`src/rtl/core/error_diffusion_dither_core_defines.svh`:
```
// Assertion macros shared by the error diffusion dither RTL.
// Depends on signals named clk and rst_n in the module that uses them.
`ifndef ERROR_DIFFUSION_DITHER_CORE_DEFINES_SVH
`define ERROR_DIFFUSION_DITHER_CORE_DEFINES_SVH

// Same-cycle implication, checked outside reset.
`define EDD_ASSERT_IMPL(label, ante, cons, msg) \
  label: assert property (@(posedge clk) disable iff (!rst_n) (ante) |-> (cons)) \
    else $error(msg);

// Next-cycle implication, checked outside reset.
`define EDD_ASSERT_NEXT(label, ante, cons, msg) \
  label: assert property (@(posedge clk) disable iff (!rst_n) (ante) |=> (cons)) \
    else $error(msg);

`endif

```
`src/rtl/core/edd_pkg.sv`:
```
// Shared constants and types for the error diffusion dither core.
// No dependencies; used by edd_pix_if, the lane and the top level.
package edd_pkg;

  localparam int NUM_CH      = 3;
  localparam int PIX_W       = 8;
  localparam int LEN_W       = 11;
  localparam int CFG_ADDR_W  = 3;
  localparam int CFG_DATA_W  = 32;
  localparam int SHARE_SHIFT = 4;

  localparam logic [LEN_W-1:0] LEN_RESET = 11'd1024;

  // Register index, taken from paddr[2].
  localparam logic [0:0] REG_LINE_LENGTH = 1'b0;

  typedef struct packed {
    logic fire;
    logic frame_start;
    logic last;
  } lane_ctl_t;

endpackage

```
`src/rtl/core/edd_lane.sv`:
```
// One color channel of the dither: threshold, error split and the
// per-channel carry registers. Depends on edd_pkg.
module edd_lane #(
  parameter int FRAC_BITS = 4
) (
  input  logic                                 clk,
  input  logic                                 rst_n,
  input  edd_pkg::lane_ctl_t                   ctl,
  input  logic [edd_pkg::PIX_W-1:0]            value,
  input  logic signed [FRAC_BITS+9:0]          mem_err,
  output logic                                 bit_o,
  output logic signed [FRAC_BITS+9:0]          left_err,
  output logic signed [FRAC_BITS+9:0]          here_err
);

  localparam int ERR_W = FRAC_BITS + 10;
  localparam int P_W   = ERR_W + 3;

  localparam logic signed [ERR_W:0] EXT_HI = (ERR_W+1)'((1 << (ERR_W - 1)) - 1);
  localparam logic signed [ERR_W:0] EXT_LO = ~EXT_HI;
  localparam logic signed [ERR_W:0] HALF   = (ERR_W+1)'(255 << (FRAC_BITS - 1));
  localparam logic signed [ERR_W:0] FULL   = (ERR_W+1)'(255 << FRAC_BITS);

  function automatic logic signed [ERR_W-1:0] sat_err(input logic signed [ERR_W:0] v);
    logic signed [ERR_W-1:0] r;
    if (v > EXT_HI) begin
      r = EXT_HI[ERR_W-1:0];
    end else if (v < EXT_LO) begin
      r = EXT_LO[ERR_W-1:0];
    end else begin
      r = v[ERR_W-1:0];
    end
    return r;
  endfunction

  logic signed [ERR_W-1:0] right_carry_r, right_carry_nxt;
  logic signed [ERR_W-1:0] below_left_r, below_left_nxt;
  logic signed [ERR_W-1:0] below_r, below_nxt;

  logic signed [ERR_W-1:0] carry, bl, bp, err, e;
  logic signed [ERR_W:0]   v_scaled, sum, e_raw;
  logic signed [P_W-1:0]   ex, e3, e5, e7;
  logic signed [ERR_W-1:0] s1, s3, s5, s7;

  always_comb begin
    carry    = ctl.frame_start ? '0 : right_carry_r;
    bl       = ctl.frame_start ? '0 : below_left_r;
    bp       = ctl.frame_start ? '0 : below_r;
    err      = sat_err((ERR_W+1)'(carry) + (ERR_W+1)'(mem_err));
    v_scaled = signed'((ERR_W+1)'({value, {FRAC_BITS{1'b0}}}));
    sum      = v_scaled + (ERR_W+1)'(err);
    bit_o    = sum > HALF;
    e_raw    = sum - (bit_o ? FULL : '0);
    e        = sat_err(e_raw);
    // Weights 3 and 5 as shift-and-add and 7 as shift-and-subtract, then floor by the shift.
    ex       = P_W'(e);
    e3       = (ex <<< 1) + ex;
    e5       = (ex <<< 2) + ex;
    e7       = (ex <<< 3) - ex;
    s1       = ERR_W'(ex >>> edd_pkg::SHARE_SHIFT);
    s3       = ERR_W'(e3 >>> edd_pkg::SHARE_SHIFT);
    s5       = ERR_W'(e5 >>> edd_pkg::SHARE_SHIFT);
    s7       = ERR_W'(e7 >>> edd_pkg::SHARE_SHIFT);
    here_err = sat_err((ERR_W+1)'(bp) + (ERR_W+1)'(s5));
    left_err = sat_err((ERR_W+1)'(bl) + (ERR_W+1)'(s3));

    right_carry_nxt = right_carry_r;
    below_left_nxt  = below_left_r;
    below_nxt       = below_r;
    if (ctl.fire) begin
      if (ctl.last) begin
        right_carry_nxt = '0;
        below_left_nxt  = '0;
        below_nxt       = '0;
      end else begin
        right_carry_nxt = s7;
        below_left_nxt  = here_err;
        below_nxt       = s1;
      end
    end
  end

  always_ff @(posedge clk) begin
    if (!rst_n) begin
      right_carry_r <= '0;
      below_left_r  <= '0;
      below_r       <= '0;
    end else begin
      right_carry_r <= right_carry_nxt;
      below_left_r  <= below_left_nxt;
      below_r       <= below_nxt;
    end
  end

endmodule

```
`config.mk`:
```
export PLATFORM = sky130hd
export DESIGN_NAME = edd_lane
export DESIGN_NICKNAME = d
export VERILOG_FILES = /design/src/rtl/core/error_diffusion_dither_core_defines.svh /design/src/rtl/core/edd_pkg.sv /design/src/rtl/core/edd_lane.sv
export SDC_FILE = /design/constraint.sdc
export NUM_CORES = 1
export LEC_CHECK = 0
export BUFFER_PORTS_ARGS = -buffer_cell sky130_fd_sc_hd__buf_2
export CORE_MARGIN = 2
export CORE_UTILIZATION = 60
export CTS_CLUSTER_DIAMETER = 100
export DETAILED_ROUTE_END_ITERATION = 8
export GPL_TIMING_DRIVEN = 0
export PLACE_DENSITY = 0.9
export SLEW_MARGIN = 10
export SYNTH_ARGS = -nofsm -noshare
export SYNTH_HDL_FRONTEND = slang
export SYNTH_SLANG_ARGS = --single-unit
```
`constraint.sdc`:
```
create_clock -name clk -period 39.2 [get_ports clk]
set_clock_uncertainty 0.15 [all_clocks]
set_input_delay 3.92 -clock clk [delete_from_list [all_inputs] [get_ports clk]]
set_output_delay 3.92 -clock clk [all_outputs]
set_load 0.02 [all_outputs]
```
==> report_table.html <==
<table>
<tr><th>Metric</th><th>Value</th></tr>
<tr><th colspan="2">Clocking</th></tr>
<tr><td>Register clock-pin slew on the reported worst setup and hold paths</td><td>0.07 ns</td></tr>
<tr><td>Worst-Skew Late Latency</td><td>0.30 ns</td></tr>
<tr><td>Post-CTS Hold Buffers</td><td>0</td></tr>
<tr><td>Clock root buffer</td><td>clkbuf_8</td></tr>
<tr><td>Inserted Clock Buffers</td><td>5</td></tr>
<tr><td>Clock tree from TritonCTS</td><td>done</td></tr>
<tr><td>Number of cells upsized or downsized after cts</td><td>0</td></tr>
<tr><td>Clock Path Buffers</td><td>2</td></tr>
<tr><td>Total number of H-tree levels</td><td>2</td></tr>
<tr><td>CTS Sinks</td><td>37</td></tr>
<tr><td>Post-CTS setup buffer count</td><td>0</td></tr>
<tr><th colspan="2">Critical path</th></tr>
<tr><td>Largest fanout on the critical path</td><td>10</td></tr>
<tr><td>Critical-path cell with the highest stage delay</td><td>o21ai_0</td></tr>
<tr><td>Arrival time at the worst endpoint</td><td>18.64 ns</td></tr>
<tr><td>Startpoint class of the critical path</td><td>input port</td></tr>
<tr><td>Required time of the critical path</td><td>35.13 ns</td></tr>
<tr><td>Kind of end point of the critical path</td><td>output port</td></tr>
<tr><td>Worst Setup Path Type</td><td>input port to output port</td></tr>
<tr><td>Highest cell delay on the worst timing path</td><td>1.01 ns</td></tr>
<tr><th colspan="2">Logic synthesis</th></tr>
<tr><td>Cells taking the most area after synthesis</td><td>ha_1, dfxtp_1, a21oi_1</td></tr>
<tr><td>Syn Nets</td><td>997</td></tr>
<tr><td>Cell count after synthesis</td><td>871</td></tr>
<tr><td>Cell type with the largest total area after synthesis</td><td>ha_1</td></tr>
<tr><td>Total of warnings raised by yosys</td><td>0</td></tr>
<tr><td>Top_reg_cell synth</td><td>dfxtp_1</td></tr>
<tr><td>Register area share after synthesis</td><td>11.60%</td></tr>
<tr><td>Commonest cells in the synthesized netlist</td><td>ha_1, a21oi_1, nor2_1, inv_1, nor2b_1</td></tr>
<tr><td>Proportion of register bits with asynchronous set or reset after synthesis</td><td>0%</td></tr>
<tr><td>Number of enable flip-flop cells after synthesis</td><td>0</td></tr>
<tr><td>Synth Cell Area</td><td>6384 um2</td></tr>
<tr><td>Cell with the most instances after synthesis</td><td>ha_1</td></tr>
<tr><td>FF+latch count, synth</td><td>37</td></tr>
<tr><td>Post-Synthesis Mean Instance Area</td><td>7.329 um2</td></tr>
<tr><td>Share of Yosys cell area claimed by the top area cell type</td><td>18.42%</td></tr>
<tr><td>Count of different cell masters after synthesis</td><td>74</td></tr>
<tr><th colspan="2">Drt</th></tr>
<tr><td>Vias</td><td>6,735</td></tr>
<tr><td>Initial drt markers</td><td>600</td></tr>
<tr><td>Routed vias/inst</td><td>6.300</td></tr>
<tr><td>Routed Antenna Nets</td><td>0</td></tr>
<tr><td>Total detailed-routing wirelength</td><td>17.59 mm</td></tr>
<tr><td>Number of detailed-routing iterations run before antenna repair</td><td>5</td></tr>
<tr><td>Mean routed wirelength per cell</td><td>16.45 um</td></tr>
<tr><td>DRC violation count after routing</td><td>0</td></tr>
<tr><th colspan="2">Placed design</th></tr>
<tr><td>GP Congestion</td><td>0.9757</td></tr>
<tr><td>Number of cells after detailed placement</td><td>1,061</td></tr>
<tr><td>Port Buffer Count</td><td>54</td></tr>
<tr><td>Detailed placer's ending HPWL</td><td>14.16 mm</td></tr>
<tr><th colspan="2">Floorplanning</th></tr>
<tr><td>Height of the chip</td><td>107.1 um</td></tr>
<tr><td>Initial core utilization</td><td>61.83%</td></tr>
<tr><td>Placement row count</td><td>37</td></tr>
<tr><td>Number of I/O pins</td><td>56</td></tr>
<tr><td>Die Wd</td><td>107.1 um</td></tr>
<tr><td>Die Area</td><td>11,480 um2</td></tr>
<tr><td>Area of the core</td><td>10,320 um2</td></tr>
<tr><th colspan="2">Cells and area</th></tr>
<tr><td># fillers</td><td>863</td></tr>
<tr><td>Antenna diodes</td><td>0</td></tr>
<tr><td>Final layout net count</td><td>1,058</td></tr>
<tr><td>Fraction of final layout cells sized beyond drive strength 1</td><td>8.574%</td></tr>
<tr><td>Cell Count, Final, Fillers Out</td><td>1,069</td></tr>
<tr><td>Area growth from synthesis to layout</td><td>8.154%</td></tr>
<tr><th colspan="2">Timing</th></tr>
<tr><td>Min Clock Period, post-route</td><td>22.71 ns</td></tr>
<tr><td>Number of slew-limit violations in the final report</td><td>0</td></tr>
<tr><td>Final Hold Fails</td><td>0</td></tr>
<tr><td>Post-route clock period utilization</td><td>57.93%</td></tr>
<tr><td>Setup repair after global routing missed its margin</td><td>no</td></tr>
<tr><td>Least-Margin Pin Slew</td><td>1.260 ns</td></tr>
<tr><td>Number of endpoints failing setup at the final stage</td><td>0</td></tr>
<tr><td>Headroom to the max-slew limit</td><td>15.12%</td></tr>
<tr><td>Final-layout setup total negative slack</td><td>0 ns</td></tr>
<tr><td>FMAX</td><td>44.04 MHz</td></tr>
<tr><th colspan="2">Global route</th></tr>
<tr><td>Wire length of the first global-routing pass</td><td>28.95 mm</td></tr>
<tr><td>GRT overflow</td><td>0</td></tr>
<tr><td>Vias in the first global route</td><td>6,183</td></tr>
<tr><td>Pin count of the biggest net entering global routing</td><td>11</td></tr>
<tr><td>Number of antenna violations at the first check in global routing</td><td>0</td></tr>
<tr><td>Global-route total usage across every layer</td><td>30.66%</td></tr>
<tr><th colspan="2">Worst hold path</th></tr>
<tr><td>Worst Hold Class</td><td>flip-flop to flip-flop</td></tr>
<tr><th colspan="2">Status</th></tr>
<tr><td>Status</td><td>completed</td></tr>
<tr><th colspan="2">Run</th></tr>
<tr><td>Max-cap violations</td><td>0</td></tr>
</table>
==> final timing paths <==
path / startpoint / to / slack, ns / cells after the start
hold reg to reg: right_carry_r[1] / right_carry_r[1] / 0.31 / 2
hold / removal: right_carry_r[1] / right_carry_r[1] / 0.31 / 2
setup reg to reg: right_carry_r[11] / below_left_r[4] / 25.08 / 51
setup / recovery: ctl[1] / here_err[8] / 16.49 / 53
==> registers in the layout, summed over array words and instances (netlist names) <==
register,count
below_left_r,14
below_r,10
right_carry_r,13
==> layer usage <==
layer,track usage (%),wire [um]
met1,43.34,7886
met5,0,0
met3,3.040,1438
met4,7.514,269
met2,49.91,7995
==> final cells by class <==
class	instances	area, um2	share of cell area, %
Multi-Input combinational cell	743	5300	76.77
Sequential cell	37	740.7	10.73
Timing Repair Buffer	54	270.3	3.914
Inverter	67	251.5	3.643
Tap cell	136	170.2	2.465
Buffer	24	91.34	1.323
Clock buffer	8	80.08	1.160
==> cells by family after synthesis <==
| group | Yosys count | synth area share, % |
|---|---|---|
| DFF | 37 | 11.60 |
| muxes | 6 | 0.9604 |
| buffers and inverters | 91 | 5.370 |
| and+or+nand+nor | 280 | 22.36 |
| xor gates and xnor gates | 56 | 7.683 |
| AOI/OAI and AO/OA | 301 | 31.87 |
| adders and majority gates | 100 | 20.15 |
==> per-stage QoR <==
| step | cell area, um2 | hold slack [ns] | util, % | setup WS (ns) |
|---|---|---|---|---|
| finish | 6904 | 0.3100 | 66.88 | 16.49 |
| global route | 6904 | 0.3199 | 66.88 | 15.58 |
| CTS | 6904 | 0.3069 | 66.88 | 17.09 |
| detailed placement | 6824 | 0.2912 | 66.10 | 17.39 |
| global placement | 6824 | 0.2756 | 66.10 | 17.50 |
| floorplan | 6384 | 0.2671 | - | 19.49 |
==> cells in the final DEF (no fill, tap or decap), drive strengths merged, types with 12 or more instances in the layout <==
cell,count
inv,67
o21ai,59
a21oi,82
nand2b,15
nor2,78
nor2b,56
nand3,18
and2,17
a211oi,12
buf,57
ha,94
nand2,47
nor3,15
o21bai,16
xor2,18
o21a,20
xnor2,38
o31ai,14
clkbuf,29
a21o,15
dfxtp,37
==> critical path, delay by kind of cell <==
family / cells / cell delay (ns)
adder cells (fa/ha/maj): 7 / 2.56
buffers and inverters: 5 / 1.69
AND/OR/NAND/NOR: 17 / 3.22
multiplexers: 1 / 0.29
AO/OA/AOI/OAI: 22 / 6.71
XOR/XNOR: 1 / 0.20
Power is not shown: default switching activity piles up to over one toggle a cycle in this logic, so the estimate is an artifact.
